--- config.mk ---
export PLATFORM = sky130hd
export DESIGN_NAME = mlpq_store
export DESIGN_NICKNAME = d
export VERILOG_FILES = /design/src/rtl/mlpq_store.sv
export SDC_FILE = /design/constraint.sdc
export NUM_CORES = 2
export LEC_CHECK = 0
export ABC_CLOCK_PERIOD_IN_PS = 8000
export BUFFER_PORTS_ARGS = -buffer_cell sky130_fd_sc_hd__buf_2
export CAP_MARGIN = 20
export CORE_AREA = 4 4 767 769
export CTS_BUF_LIST = sky130_fd_sc_hd__clkbuf_8
export DETAILED_ROUTE_END_ITERATION = 10
export DIE_AREA = 0 0 771 773
export GPL_TIMING_DRIVEN = 1
export SLEW_MARGIN = 10
export SYNTH_ARGS = -nofsm -noshare
export SYNTH_HDL_FRONTEND = slang
export SYNTH_SLANG_ARGS = --single-unit
--- constraint.sdc ---
create_clock -name clk -period 8 [get_ports clk]
set_input_delay 1.2 -clock clk [delete_from_list [all_inputs] [get_ports clk]]
set_output_delay 1.2 -clock clk [all_outputs]
set_load 0.03 [all_outputs]
--- src/rtl/mlpq_store.sv ---
`timescale 1ns / 1ps
// Entry storage of all levels: one write port and one registered read port.
// Stand-alone module with no package dependency.
module mlpq_store #(
	parameter int DEPTH = 128,
	parameter int WIDTH = 32,
	parameter int AW    = 7
) (
	input  logic             clk,
	input  logic             we,
	input  logic [AW-1:0]    waddr,
	input  logic [WIDTH-1:0] wdata,
	input  logic             re,
	input  logic [AW-1:0]    raddr,
	output logic [WIDTH-1:0] rdata
);

	logic [WIDTH-1:0] mem_q [DEPTH];
	logic [WIDTH-1:0] rdata_q;

	always_ff @(posedge clk) begin
		if (we) begin
			mem_q[waddr] <= wdata;
		end
		if (re) begin
			rdata_q <= mem_q[raddr];
		end
	end

	assign rdata = rdata_q;

endmodule

* Word level (Yosys, flattened, before mapping)
Memories as Yosys holds them, arrays and structs flattened. A register that Yosys moved wholly into a read port is not among the register bits.
Index checks and enable logic that the tools add are counted.
** Word-level totals
- Word-level logic and storage cells :: 3
- Memories :: 1
- Output and inout bits :: 32
- Bits in registers :: 0
- RAM bits :: 4096
** Memories
- mem_q :: words 128, bits a word 32, rd ports 1, clocked after Yosys merged registers in 1, write ports 1, line 18 : logic [WIDTH-1:0] mem_q [DEPTH];
** Cells by class
- Muxes and demuxes :: 2
** Operators with widths (count)
- $mux 1 :: 2

* Depth between registers and ports, before layout
- Depth in word-level cells :: 2
- Gate-level depth with buffers :: 8
- Mapped depth without buffers :: 4

* Worst setup path before layout
Ideal clock, no wire load.
- Kind :: input to register
- Start :: input port we
- End :: memory mem_q[98][0], enable pin
- Stages on the path :: 3
- Arrival :: 3978 ps
- Buffers on the path :: 1
- Data required time :: 7539 ps
- Path slack :: 3561 ps
- Cell sequence :: clkbuf_1 nand4_1 nor3_1
** Between the ends
- Word-level cells in the longest chain between the ends :: 2
** RTL lines
- from (decl) :: line 10 : input logic we,
- $mux 1 :: line 22 : if (we) begin
- $mux 1 (not written as such) :: line 23 : mem_q[waddr] <= wdata;
- to (decl) :: line 18
Every way passes these cells.

==> results.toml <==
[run_status]
outcome = "finished with violations"
violations = "antenna rules"

[timing]
relSlewSlack = 0.187
tightest_slew_ps = 1220
drv_slew = 0
setup_viol = 0
setup_tns_ps = 0
setup_ws_ps = 3790
fmax_mhz = 237
hold_viol = 0
period_share = 0.527
period_minus_slack_ps = 4210
skew_ps = 61.4
grt_setup_unrepaired = "no"

[critical_path]
crit_cells = 7
worst-path-max-fanout = 109
slowest_stage = "mux4_2"
path_cells = "buf_8, buf_12, buf_4, mux4_2, mux4_2, mux4_2, mux2_2"
cp-end-kind = "register"
reg2reg_setup_slack_ps = 5190
cp_data_required_time_ps = 8900
worstSetupPathType = "in2reg"
crit_buf_inv = 3
worstPathArrival_ps = 5110
slowest_delay_ps = 690
startpoint_type = "primary input"
crit_path_frequent_cell = "mux4_2"
r2r_cells = 4
cp_top_family = "multiplexers"

[grt]
grt_use_total = 0.144
grt_max_degree = 112
grt_pass1_wl_mm = 605
antenna_found_initial = 62
grt_overflow = 0
grt_pass1_vias = 74173

[drt]
top_layer_used = "met5"
first_pass_iters = 8
drt-total-wl_mm = 440
avgRoutedWirePerCell_um = 29.4
ant_nets = 1
wl_met3_mm = 44.4
vias = 72860
wl_met2_mm = 212
vias_per_cell = 4.87
drt-initial-drc-count = 10400
wl_met1_mm = 168
drc = 0

[floorplanning]
core_mm2 = 0.581
die_w_um = 771
die_h_um = 773
ios = 81
dieArea_mm2 = 0.596
rows = 280
start_util = 0.270

[synthesis]
synth_warnings = 0
post-synth-top-count-cell = "edfxtp_1"
synth-seq-cells = 4128
syn_nets = 6039
yosysSeqAreaShare = 0.792
synth_area_mm2 = 0.157
syn_avg_cell_area_um2 = 26.1
yosys-top-cells-area = "edfxtp_1 79%, mux4_2 19%, clkbuf_1 0.44%"
synth_top_area_frac = 0.792
async_reset_ff_frac = 0
syn_inst = 5990
synth_area_leader_cell = "edfxtp_1"
ys_top_cells_by_count = "4128 x edfxtp_1, 1344 x mux4_2, 182 x clkbuf_1, 122 x nor2_1, 79 x buf_2"
ys.flop_type = "edfxtp_1"
synth_edf_count = 4128
yosysUniqueCellTypes = 16

[clock_tree]
cts-resized-gates = 0
hold_buffers = 0
numCtsBuffers = 635
cts.sinks = 4128
clk_latency_ps = 1180
cts.clk_slew.worst_paths_ps = 60
htreeDepth = 6
cts_buffer_depth = 4
root_buffer = "clkbuf_8"
post_cts_buffers = 0
cts_tree = "done"

[worst_hold_path]
min_path_type = "in2reg"
hold_depth = 1

[layout]
fillers = 54834
ff_latch_area_mm2 = 0.124
layout.nets = 6681
drive_gt1_frac = 0.366
fin_cells = 14955
finalInstanceArea_mm2 = 0.180
multiInputGateArea_mm2 = 0.0323
area_delta_synth_final_pct = 15.2

[pwr]
p_per_area_mw_per_mm2 = 236
leakagePower_uw = 0.0543
max-vdd-ir-drop_uv = 169
power_uw = 42600

[placed_design]
gp_congestion = 0.790
hpwl_mm = 241
port_buffers = 80
dpl_cell_area_mm2 = 0.169
dpl.cell_count = 13745
place_ws_ps = 2670

[job]
maxCapViolCount = 0
through the flow:
| stage | hold slack [ps] | util |
|---|---|---|
| finish | 415 | 0.311 |
| CTS | 290 | 0.310 |
| global route | 340 | 0.310 |
| detailed placement | 1200 | 0.290 |
| global placement | 1200 | 0.290 |
| floorplan | 1150 | - |
power breakdown:
| part | internal [uW] | switching [uW] | total (uW) |
|---|---|---|---|
| combinational | 859 | 1470 | 2330 |
| sequential | 23900 | 99.3 | 24000 |
| clock | 7900 | 8350 | 16300 |
metal layers:
metal,vias up,GRT usage
li1,27886,-
met1,40107,0.193
met3,762,0.0291
met5,-,0
met4,26,0.0507
met2,4079,0.233
layout make-up:
class                   count  area share
multi-input cells        1546       0.179
clock buffers             637      0.0486
flip-flops and latches   4128       0.687
diodes                     76     0.00105
repair buffers            321      0.0149
clock inverters           492      0.0153
well taps                7755      0.0538
cells by family after synthesis:
family,count (synthesis),synth area share
flip-flops,4128,0.792
buffers and inverters,316,0.00837
multiplexers,1376,0.196
AND/OR/NAND/NOR,170,0.00445
worst paths after layout:
check / end / start
hold / removal: mem_q[59][2]$_DFFE_PP_ / wdata[2]
setup / recovery: rdata[7]$_DFFE_PP_ / raddr[2]
setup reg to reg: rdata[7]$_DFFE_PP_ / mem_q[71][7]$_DFFE_PP_
hold reg to reg: rdata[1]$_DFFE_PP_ / mem_q[127][1]$_DFFE_PP_
worst register-to-register path, cell delays in order, from the launching register on:
cell and delay (ps):
edfxtp_1 380, mux4_2 490, mux4_2 610, mux4_2 720, mux2_2 350
state kept, by name (all words and copies together) (netlist names):
| register | cells |
|---|---|
| rdata | 32 |
| mem_q | 4096 |
placed cells by master (no fill, tap or decap), types with 7 or more instances in the layout:
master,instances
edfxtp_1,4128
mux4_2,1344
clkbuf_8,637
buf_4,248
inv_1,196
clkinv_1,158
nor2_4,119
diode_2,76
clkinv_2,67
buf_2,41
mux2_2,32
buf_12,25
inv_8,15
clkinv_8,12
nand2_1,11
bufinv_16,11
inv_12,11
inv_6,9
nand3_1,8
nor3_2,8
clkinvlp_4,8
nor2b_1,7
(Power assumes the default switching activity.)
