<file path="config.mk">
export PLATFORM = sky130hd
export DESIGN_NAME = mlpq_ctrl
export DESIGN_NICKNAME = d
export VERILOG_FILES = /design/src/rtl/mlpq_pkg.sv /design/src/rtl/mlpq_ctrl.sv
export SDC_FILE = /design/constraint.sdc
export NUM_CORES = 1
export LEC_CHECK = 0
export BUFFER_PORTS_ARGS = -buffer_cell sky130_fd_sc_hd__buf_2
export CORE_ASPECT_RATIO = 1.2
export CORE_MARGIN = 3
export CORE_UTILIZATION = 60
export DETAILED_ROUTE_END_ITERATION = 16
export PLACE_DENSITY = 0.8
export SLEW_MARGIN = 20
export SYNTH_ARGS = -nofsm -noshare
export SYNTH_HDL_FRONTEND = slang
export SYNTH_SLANG_ARGS = --single-unit
export TNS_END_PERCENT = 100
</file>
<file path="constraint.sdc">
create_clock -name clk -period 5.39 [get_ports clk]
set_input_delay 0.8085 -clock clk [delete_from_list [all_inputs] [get_ports clk]]
set_output_delay 0.8085 -clock clk [all_outputs]
set_load 0.01 [all_outputs]
</file>
<file path="src/rtl/mlpq_pkg.sv">
`timescale 1ns / 1ps
// Shared types and constants of the multi-level priority queue.
// No dependencies; used by the level control and the top level.
package mlpq_pkg;

	typedef enum logic [1:0] {
		ST_OK        = 2'd0,
		ST_FULL      = 2'd1,
		ST_EMPTY     = 2'd2,
		ST_BAD_LEVEL = 2'd3
	} status_t;

	localparam logic ACT_ENQUEUE = 1'b0;
	localparam logic ACT_DEQUEUE = 1'b1;

	localparam logic REG_LEVELS_IN_USE  = 1'b0;
	localparam logic REG_LEVEL_CAPACITY = 1'b1;

	localparam int LEVEL_FIELD_W = 4;
	localparam int LEVELS_CFG_W  = 4;
	localparam int CAP_CFG_W     = 5;
	localparam int CFG_DATA_W    = 5;

	localparam logic [LEVELS_CFG_W-1:0] LEVELS_RESET   = 4'd8;
	localparam logic [CAP_CFG_W-1:0]    CAPACITY_RESET = 5'd16;

	typedef struct packed {
		logic                     wr;
		logic                     rd;
		status_t                  status;
		logic [LEVEL_FIELD_W-1:0] served;
	} mlpq_dec_t;

endpackage

</file>
<file path="src/rtl/mlpq_ctrl.sv">
`timescale 1ns / 1ps
// Per-level head, tail and fill count, with the decision logic of one transaction.
// Depends on mlpq_pkg for the status codes and the decision struct.
module mlpq_ctrl #(
	parameter int MAX_LEVELS  = 8,
	parameter int LEVEL_DEPTH = 16,
	parameter int AW          = 7
) (
	input  logic                                  clk,
	input  logic                                  arst_n,
	input  logic                                  go,
	input  logic                                  action,
	input  logic [mlpq_pkg::LEVEL_FIELD_W-1:0]    level,
	input  logic [mlpq_pkg::LEVELS_CFG_W-1:0]     levels_in_use,
	input  logic [mlpq_pkg::CAP_CFG_W-1:0]        level_capacity,
	output mlpq_pkg::mlpq_dec_t                   dec,
	output logic [AW-1:0]                         wr_addr,
	output logic [AW-1:0]                         rd_addr
);
	import mlpq_pkg::*;

	localparam int PTR_W   = (LEVEL_DEPTH > 1) ? $clog2(LEVEL_DEPTH) : 1;
	localparam int CNT_W   = $clog2(LEVEL_DEPTH + 1);
	localparam int LVL_W   = (MAX_LEVELS > 1) ? $clog2(MAX_LEVELS) : 1;
	localparam int NL_RAW  = $clog2(MAX_LEVELS + 1);
	localparam int NL_W    = (NL_RAW > LEVEL_FIELD_W) ? NL_RAW : LEVEL_FIELD_W;
	localparam int CAP_W   = (CNT_W > CAP_CFG_W) ? CNT_W : CAP_CFG_W;

	logic [PTR_W-1:0] head_q [MAX_LEVELS];
	logic [PTR_W-1:0] tail_q [MAX_LEVELS];
	logic [CNT_W-1:0] fill_q [MAX_LEVELS];

	logic [NL_W-1:0]  nlev;
	logic [CAP_W-1:0] cap_ext;
	logic [CNT_W-1:0] eff_cap;
	logic [NL_W-1:0]  level_ext;
	logic [LVL_W-1:0] enq_idx;
	logic [LVL_W-1:0] deq_idx;
	logic             found;
	logic             bad_level;

	function automatic logic [PTR_W-1:0] next_ptr(input logic [PTR_W-1:0] p);
		logic [PTR_W-1:0] r;
		r = (p == PTR_W'(LEVEL_DEPTH - 1)) ? '0 : p + PTR_W'(1);
		return r;
	endfunction

	always_comb begin
		nlev = (NL_W'(levels_in_use) > NL_W'(MAX_LEVELS)) ? NL_W'(MAX_LEVELS)
			: NL_W'(levels_in_use);
		cap_ext = CAP_W'(level_capacity);
		eff_cap = (cap_ext > CAP_W'(LEVEL_DEPTH)) ? CNT_W'(LEVEL_DEPTH) : CNT_W'(cap_ext);
		level_ext = NL_W'(level);
		bad_level = (level_ext == '0) || (level_ext > nlev);
		enq_idx = LVL_W'(level_ext - NL_W'(1));
	end

	always_comb begin
		found = 1'b0;
		deq_idx = '0;
		for (int i = 0; i < MAX_LEVELS; i++) begin
			if (!found && (NL_W'(i) < nlev) && (fill_q[i] != '0)) begin
				found = 1'b1;
				deq_idx = LVL_W'(i);
			end
		end
	end

	always_comb begin
		dec.wr = 1'b0;
		dec.rd = 1'b0;
		dec.status = ST_OK;
		dec.served = '0;
		if (action == ACT_ENQUEUE) begin
			if (bad_level) begin
				dec.status = ST_BAD_LEVEL;
			end else if (fill_q[enq_idx] >= eff_cap) begin
				dec.status = ST_FULL;
			end else begin
				dec.wr = 1'b1;
			end
		end else begin
			if (found) begin
				dec.rd = 1'b1;
				dec.served = LEVEL_FIELD_W'(deq_idx) + LEVEL_FIELD_W'(1);
			end else begin
				dec.status = ST_EMPTY;
			end
		end
	end

	assign wr_addr = AW'(AW'(enq_idx) * AW'(LEVEL_DEPTH) + AW'(tail_q[enq_idx]));
	assign rd_addr = AW'(AW'(deq_idx) * AW'(LEVEL_DEPTH) + AW'(head_q[deq_idx]));

	always_ff @(posedge clk or negedge arst_n) begin
		if (!arst_n) begin
			for (int i = 0; i < MAX_LEVELS; i++) begin
				head_q[i] <= '0;
				tail_q[i] <= '0;
				fill_q[i] <= '0;
			end
		end else if (go) begin
			if (dec.wr) begin
				tail_q[enq_idx] <= next_ptr(tail_q[enq_idx]);
				fill_q[enq_idx] <= fill_q[enq_idx] + CNT_W'(1);
			end
			if (dec.rd) begin
				fill_q[deq_idx] <= fill_q[deq_idx] - CNT_W'(1);
				if (fill_q[deq_idx] == CNT_W'(1)) begin
					head_q[deq_idx] <= '0;
					tail_q[deq_idx] <= '0;
				end else begin
					head_q[deq_idx] <= next_ptr(head_q[deq_idx]);
				end
			end
		end
	end

endmodule

</file>
Yosys cells after proc, flatten, opt, wreduce, memory -nomap -nowiden
Cells that the tools add are included.
{"block": "classes", "addsub": 8, "multipliers": 0, "div_mod_pow": 0, "magnitude_cmp": 16, "n_eq_ne": 3, "shift": 0, "mux": 62, "bitwise_logic": 5, "n_reduce_logical": 35}
{"op": "$mux W32", "n": 5}
{"op": "$mux W40", "n": 3}
{"op": "$bwmux W40", "n": 2}
{"op": "$and A32 B32 Y32", "n": 2}
{"op": "$bwmux W32", "n": 2}
{"op": "$mux W4", "n": 11}
{"op": "$reduce_bool A5 Y1", "n": 8}
{"op": "$mux W5", "n": 7}
{"op": "$not A32 Y32", "n": 1}
{"op": "$bmux W5 S3", "n": 2}
{"op": "$demux W5 S3", "n": 2}
{"op": "$bmux W4 S3", "n": 2}
{"op": "$demux W4 S3", "n": 2}
{"op": "$mux W3", "n": 6}
{"op": "$logic_and A1 B1 Y1", "n": 17}
{"op": "$lt A3 B4 Y1 const A", "n": 4}
{"op": "$mux W1", "n": 15}
{"op": "$add A7 B4 Y7", "n": 2}
{"op": "$add A4 B1 Y4 const B", "n": 2}
{"op": "$eq A4 B4 Y1 const B", "n": 2}
{"op": "$ge A4 B4 Y1 const B", "n": 2}
{"op": "$lt A1 B4 Y1 const A", "n": 2}
{"op": "$lt A2 B4 Y1 const A", "n": 2}
{"op": "$lt A4 B1 Y1 const B", "n": 2}
{"op": "other kinds (15)", "n": 24}
{"block": "word_totals", "register_bits": 104, "latch_bits": 0, "ram_bits": 0, "mem_bits_ro": 0, "in_bits": 17, "output_inout_bits": 22, "elab_cells": 153, "mem_count": 0}

Depth between registers and ports, before layout
Gate-level depths: netlist of the first run.
{"block": "depth", "word_depth": 42, "depth_mapped": 20, "mapped_depth_nobuf": 17}

Least setup slack after synthesis of the first run
Ideal clock, no wire load.
{"block": "synth_path", "path_type": "input to register", "from": "in level[0] (netlist bit)", "to": "reg fill_q[32] (netlist bit)", "setup_ns": 0.132, "t_arrival_ns": 5.505, "t_required_ns": 5.258, "slack_ns": -0.247, "cell_stages": 19, "path_cell_list": "clkbuf_1 > inv_1 > clkbuf_1 > ha_1 > xnor2_2 > clkinv_1 > mux4_2 > mux2i_1 > ha_1 > nand2b_1 > a21o_1 > a21oi_1 > o21ai_0 > nor4_1 > nand2_1 > nor2_1 > mux2_2 > nor2_1 > a31oi_1"}
{"block": "synth_via", "elab_chain_len": 13, "elab_cells_between_ends": 23, "classes_between": "add/sub: 2; order compare: 4; mux: 13; bitwise: 1; reduce/logical: 3"}
{"item": "start, declared", "line": "mlpq_ctrl.sv:13", "source": "input logic [mlpq_pkg::LEVEL_FIELD_W-1:0] level,"}
{"item": "$sub A3 B1 Y3", "line": "mlpq_ctrl.sv:55", "source": "enq_idx = LVL_W'(level_ext - NL_W'(1));"}
{"item": "$not A3 Y4 (not written as such)", "line": "mlpq_ctrl.sv:77, mlpq_ctrl.sv:105"}
{"item": "$bmux W5 S3", "line": "mlpq_ctrl.sv:77, mlpq_ctrl.sv:105"}
{"item": "$mux W5 (not written as such) (2 in a row)", "line": "mlpq_ctrl.sv:77, mlpq_ctrl.sv:105"}
{"item": "$ge A5 B5 Y1", "line": "mlpq_ctrl.sv:77", "source": "end else if (fill_q[enq_idx] >= eff_cap) begin"}
{"item": "$mux W1", "line": "mlpq_ctrl.sv:77"}
{"item": "$mux W1", "line": "mlpq_ctrl.sv:75", "source": "if (bad_level) begin"}
{"item": "$mux W1", "line": "mlpq_ctrl.sv:74", "source": "if (action == ACT_ENQUEUE) begin"}
{"item": "$mux W40 (*)", "line": "mlpq_ctrl.sv:103", "source": "if (dec.wr) begin"}
{"item": "$mux W40 (*)", "line": "mlpq_ctrl.sv:102", "source": "end else if (go) begin"}
{"item": "$bwmux W40", "line": "mlpq_ctrl.sv:108", "source": "fill_q[deq_idx] <= fill_q[deq_idx] - CNT_W'(1);"}
{"item": "$mux W40 (*)", "line": "mlpq_ctrl.sv:107", "source": "if (dec.rd) begin"}
{"item": "end signal, assigned by index", "line": "mlpq_ctrl.sv:105", "source": "fill_q[enq_idx] <= fill_q[enq_idx] + CNT_W'(1);"}
{"item": "end signal, assigned by index", "line": "mlpq_ctrl.sv:108"}
{"item": "end, declared", "line": "mlpq_ctrl.sv:31", "source": "logic [CNT_W-1:0] fill_q [MAX_LEVELS];"}
Every way passes the cells marked *; elsewhere a longest branch is shown, timed or not. The select of a mux whose other input is x is not followed.
A chain may end at the register's enable or synchronous reset.

Worst setup path after layout of the first run
{"block": "layout_path", "from": "in level[0] (netlist bit)", "to": "reg fill_q[13] (netlist bit)"}
The elaborated chain is that of the path after synthesis.

==> results.cfg, run 1 <==
[outcome]
status = finished clean

[clock_network]
ctsResizeCount = 0
cts_buffer_depth = 2
numClockSinks = 104
cts_tree = built
post-cts-setup-buffers = 0
clk-insertion-delay-late_ns = 0.36
root_buffer = clkbuf_16
numCtsBuffers = 9
cts.clk_slew.worst_paths_ns = 0.07
cts_hold_buf = 0
cts_max_level = 3

[finish]
most-common-layout-cells = dfrtp_1, nand2_1, nor2_1, a21oi_1, o21ai_0
nets = 851
insertedDiodeCount = 0
drive_gt1_share_pct = 16.4
stdcell_count = 978
num-fill-cells = 880
layout_commonest_cell = dfrtp_1
area_growth_pct = 11.0
regArea_um2 = 2600
multiInputGateArea_um2 = 3970

[synthesis]
synth-edff-count = 0
synthArstFlopShare_pct = 100
syn-instance-count = 783
synth_warnings = 0
yosys.cell_types.count = 87
synthFlopType = dfrtp_1
yosysSeqAreaShare_pct = 38.0
avgSynthCellArea_um2 = 8.75
syn_nets = 815
synthesis.area_um2 = 6850
synth-seq-cells = 104

[grt]
grt_usage_pct = 40.6
grt_pass1_vias = 6912
antenna_found_initial = 0
globalRoute.totalOverflow = 0
grt_pass1_wl_um = 39600
grt_max_degree = 57

[critical_path]
path_delay_family = compound AO/OA/AOI/OAI gates
crit_buf_inv = 3
slowest_delay_ns = 0.53
arrival_ns = 4.99
crit_chain = buf_2 > inv_1 > ha_1 > xnor2_2 > clkinv_1 > mux4_2 > mux2i_1 > ha_1 > nand2b_1 > a21o_1 > a21oi_1 > o21ai_0 > nor4_1 > nand2_1 > a21oi_1 > o22ai_1 > a31oi_1
cpMaxStageDelayCell = nor4_1
end_kind = register
crit_fanout = 13
worstSetupPathType = input port to register
startpoint_type = input port
crit_required_ns = 5.66

[place]
routabilityCongestion = 1.04
pre_cts_ws_ns = 0.472
hpwl_um = 18800
port_buffers = 38
placedCellCount = 961

[worst_hold_path]
hp-class = input port to asynchronous set/reset pin

[sta]
relSlewSlack_pct = 38.7
holdWs_ns = 0.463
finalCritPeriodShare_pct = 87.6
rsz0062_at_grt = false
fin_ws_ns = 0.671
hold_viol = 0
worst_pin_slew_ns = 0.908
skew_ns = 0.0102
finalSetupViolations = 0
clock.fmax_mhz = 212
drv_slew = 0
finalCriticalPeriod_ns = 4.72

[route]
drc = 0
num_vias = 7111
ant_nets = 0
wire_per_inst_um = 26.4
first_iter_violations = 1051
drt_wl_total_um = 25800
drtPass1Iterations = 8
viasPerCell = 7.27

[floorplan]
die-area_um2 = 12700
rows = 42
start_util_pct = 61.8
die_w_um = 104
boundaryPins = 39
core_area_um2 = 11100
die_h_um = 123

[power]
ir_worst_vdd_mv = 0.353
p_leak_uw = 0.00324
powerDensity_nw_per_um2 = 510

[job]
cap_viol_max_count = 0
## per-layer routing
layer | GRT usage (%) | up-vias | wire length, um | share of wire, %
li1 | - | 3014 | - | -
met1 | 49.9 | 3355 | 8900 | 34
met2 | 66.6 | 578 | 11700 | 45
met3 | 8.46 | 164 | 3220 | 12
met4 | 24.8 | 0 | 1950 | 7.5
met5 | 0 | - | 0 | 0
## cell usage after synthesis (3+ instances only)
| cell type | count | area, um2 |
|---|---|---|
| or4_1 | 3 | 22.5 |
| a31oi_1 | 17 | 106 |
| o21ai_2 | 3 | 26.3 |
| clkinv_1 | 3 | 11.3 |
| or3_1 | 3 | 18.8 |
| nand3_1 | 21 | 105 |
| a221oi_2 | 5 | 75.1 |
| a21o_1 | 4 | 30.0 |
| and2_1 | 11 | 68.8 |
| inv_1 | 29 | 109 |
| buf_2 | 8 | 40.0 |
| o22a_1 | 3 | 26.3 |
| o31ai_1 | 3 | 22.5 |
| o21ai_0 | 43 | 215 |
| mux2i_1 | 8 | 80.1 |
| nand2_1 | 89 | 334 |
| o211ai_1 | 10 | 75.1 |
| mux2_2 | 7 | 78.8 |
| nor3_1 | 12 | 60.1 |
| a22o_1 | 12 | 105 |
| o32ai_1 | 3 | 26.3 |
| a21oi_1 | 68 | 340 |
| a211oi_1 | 20 | 150 |
| xnor2_1 | 5 | 43.8 |
| o21ai_1 | 8 | 40.0 |
| nor2b_1 | 4 | 25.0 |
| clkbuf_1 | 22 | 82.6 |
| o22ai_1 | 35 | 219 |
| a311o_1 | 3 | 30.0 |
| nor2_1 | 89 | 334 |
| ha_1 | 15 | 188 |
| dfrtp_1 | 104 | 2600 |
| nand4_1 | 8 | 50.1 |
| and3_1 | 9 | 56.3 |
| xor2_1 | 4 | 35.0 |
| nand2b_1 | 7 | 43.8 |
| buf_6 | 3 | 33.8 |
| nor4_1 | 5 | 31.3 |
| mux4_2 | 10 | 225 |
| o21a_1 | 5 | 37.5 |
## worst register-to-register path, cell delays in order (launching register included)
cell       delay [ns]
dfrtp_1          0.47
or4_4            0.58
a2111oi_2        0.30
nor2_1           0.12
and2_1           0.28
nor2_2           0.58
mux2i_1          0.28
o211a_1          0.37
ha_1             0.21
inv_1            0.06
a2111oi_1        0.37
xor2_1           0.20
nor2_2           0.39
a21oi_1          0.14
## where the power goes
part           internal, uW  switching, uW  total, uW  leakage, uW
sequential             1090            422       1510      0.00130
clock                   465            327        792     0.000175
combinational           609            973       1580      0.00176
total                  2160           1720       3880      0.00324
## path summary, 6_finish.rpt
kind / cells past startpoint / endpoint / slack [ns] / start
max: 17 / fill_q[13] / 0.67 / level[0]
min: 1 / fill_q[31] / 0.46 / arst_n
max reg2reg: 13 / fill_q[9] / 0.89 / fill_q[38]
min reg2reg: 2 / head_q[29] / 0.49 / head_q[29]
max in group asynchronous: 2 / tail_q[31] / 3.74 / arst_n
min in group clk: 2 / head_q[29] / 0.49 / head_q[29]
## flip-flops by register name, indices dropped and copies added, names as in the netlist
name,cells
tail_q,32
fill_q,40
head_q,32
## cells by family after synthesis
group	after synthesis	synth area share, %
AND/OR/NAND/NOR	282	20.2
AO/OA/AOI/OAI	279	27.8
flip-flops	104	38.0
buffers and inverters	68	4.25
multiplexers	25	5.61
adder cells (fa/ha/maj)	15	2.74
XOR/XNOR	10	1.39
## cell type report
cell class / instances / share of cell area (%)
Sequential cell: 104 / 34.2
Clock inverter: 7 / 1.78
Multi-Input combinational cell: 611 / 52.2
Inverter: 32 / 1.58
Clock buffer: 9 / 2.96
Tap cell: 154 / 2.53
Timing Repair Buffer: 61 / 4.77
## per-stage QoR
stage,util (%),power (uW),cell area (um2),setup TNS (ns)
2_1_floorplan,-,2400,6860,-0.0558
3_3_place_gp,65.3,2950,7240,0
3_5_place_dp,65.3,3000,7240,0
4_1_cts,68.6,3800,7600,0
5_1_grt,68.6,4050,7610,0
6_report,68.6,3880,7610,0
(Power assumes the default switching activity.)
==> run 2: changes to the inputs <==
- BUFFER_PORTS_ARGS: -buffer_cell sky130_fd_sc_hd__buf_2 -> default
- CTS_CLUSTER_DIAMETER: default -> 60
- DONT_BUFFER_PORTS: default -> 1
- MAX_ROUTING_LAYER: default -> met4
- PLACE_DENSITY: 0.8 -> 0.77
==> run 2 against run 1 <==
Compared with the run above: register-to-register slack got worse by 0.23 ns; total power decreased by 5.0%; worst setup slack lost 0.010 ns; critical path type is now register to register; critical endpoint is now fill_q[14]; largest cell class unchanged.
==> results.cfg, run 2 (synthesis results as in run 1) <==
[floorplan]
start_util_pct = 61.8
die_h_um = 123
rows = 42
die-area_um2 = 12700
boundaryPins = 39
core_area_um2 = 11100
die_w_um = 104

[finish]
fin_area_um2 = 7310
drive_gt1_share_pct = 11.7
layout_commonest_cell = dfrtp_1
multiInputGateArea_um2 = 3970
num-fill-cells = 969
insertedDiodeCount = 0
most-common-layout-cells = dfrtp_1, nand2_1, nor2_1, a21oi_1, o21ai_0
largest_reg_flops = 40
nets = 807
area_growth_pct = 6.70
reg_top3 = fill_q x40, head_q x32, tail_q x32
regMostFlops = fill_q
regArea_um2 = 2600

[clock_network]
cts_max_level = 3
root_buffer = clkbuf_16
cts_tree = built
cts_buffer_depth = 2
cts.clk_slew.worst_paths_ns = 0.08
clk-insertion-delay-late_ns = 0.36
numCtsBuffers = 9
cts_hold_buf = 0
ctsResizeCount = 0
post-cts-setup-buffers = 0
numClockSinks = 104

[power]
power_frac_seq_pct = 40.6
clkPwrFrac_pct = 18.7
powerDensity_nw_per_um2 = 505
p_leak_uw = 0.00301
p_int_uw = 2030
p_sw_share_pct = 45.0
p_sw_uw = 1660
ir_worst_vdd_mv = 0.291
pwr-share-comb_pct = 40.7

[sta]
finalCritPeriodShare_pct = 87.7
skew_ns = 0.0126
rsz0062_at_grt = false
hold_viol = 0
relSlewSlack_pct = 18.2
worst_pin_slew_ns = 1.21
clock.fmax_mhz = 211
finalSetupViolations = 0
finalCriticalPeriod_ns = 4.73
drv_slew = 0
fin_setup_tns_ns = 0

[route]
num_vias = 6819
drc = 0
first_iter_violations = 950
viasPerCell = 7.30
ant_nets = 0
drtPass1Iterations = 6
drt_wl_total_um = 24400
wire_per_inst_um = 26.2

[outcome]
status = finished clean

[critical_path]
startpoint_type = register
arrival_ns = 4.93
worstSetupPathType = register to register
crit_fanout = 12
end_kind = register
reg2reg_from = fill_q[38]
crit_required_ns = 5.59
crit_start = fill_q[38]

[job]
cap_viol_max_count = 0

[grt]
globalRoute.totalOverflow = 0
grt_max_degree = 105
grt_pass1_wl_um = 37400
grt_usage_pct = 39.4
grt_pass1_vias = 6531
antenna_found_initial = 0

[place]
port_buffers = 0
place_area_um2 = 7010
hpwl_um = 17600
routabilityCongestion = 1.06

[worst_hold_path]
hp-class = input port to asynchronous set/reset pin
## run 2: power groups by stage
stage / Sequential, uW / Clock [uW] / Combinational [uW]
3_5_place_dp: 1470 / 0 / 1450
5_1_grt: 1500 / 725 / 1610
6_report: 1500 / 692 / 1500
4_1_cts: 1460 / 686 / 1450
2_1_floorplan: 1280 / 0 / 1120
3_3_place_gp: 1470 / 0 / 1410
## run 2: final timing paths
path | endpoint | slack, ns | cells after the start
max in group asynchronous | head_q[10] | 5.07 | 0
hold / removal | fill_q[22] | 0.15 | 0
setup reg to reg | fill_q[14] | 0.66 | 13
setup / recovery | fill_q[14] | 0.66 | 13
hold reg to reg | head_q[9] | 0.49 | 2
min in group clk | head_q[9] | 0.49 | 2
## run 2: critical path: stages (launching register included)
cell and delay [ns]:
dfrtp_1 0.48, nor4_1 0.72, and3_1 0.33, and2_4 0.21
a211oi_2 0.09, nor2_2 0.61, mux2i_1 0.29, o211a_1 0.37
ha_1 0.21, inv_1 0.07, a2111oi_1 0.35, xor2_1 0.21
nor2_2 0.45, a21oi_1 0.17
## run 2: cell type report
type,instances,share of cell area (%)
Sequential cell,104,35.6
Inverter,32,1.64
Multi-Input combinational cell,611,54.3
Tap cell,154,2.64
Timing Repair Buffer,17,1.71
Clock inverter,7,1.04
Clock buffer,9,3.08
## run 2: through the flow
| step | setup slack (ns) | total power (uW) | hold WS (ns) | util (%) | instances |
|---|---|---|---|---|---|
| 4_1_cts | 0.804 | 3600 | 0.136 | 65.9 | 933 |
| 3_5_place_dp | 0.437 | 2920 | 0.471 | 63.2 | 917 |
| 5_1_grt | 0.481 | 3840 | 0.129 | 65.9 | 934 |
| 3_3_place_gp | 0.684 | 2880 | 0.462 | 63.2 | 917 |
| 2_1_floorplan | -0.0558 | 2400 | 0.445 | - | 783 |
| 6_report | 0.661 | 3690 | 0.146 | 65.9 | 934 |
## run 2: per-layer routing
| layer | GRT usage, % | routed length [um] |
|---|---|---|
| met1 | 48.0 | 8840 |
| met2 | 60.8 | 11200 |
| met3 | 9.24 | 2750 |
| met4 | 22.9 | 1630 |
| met5 | - | 0 |
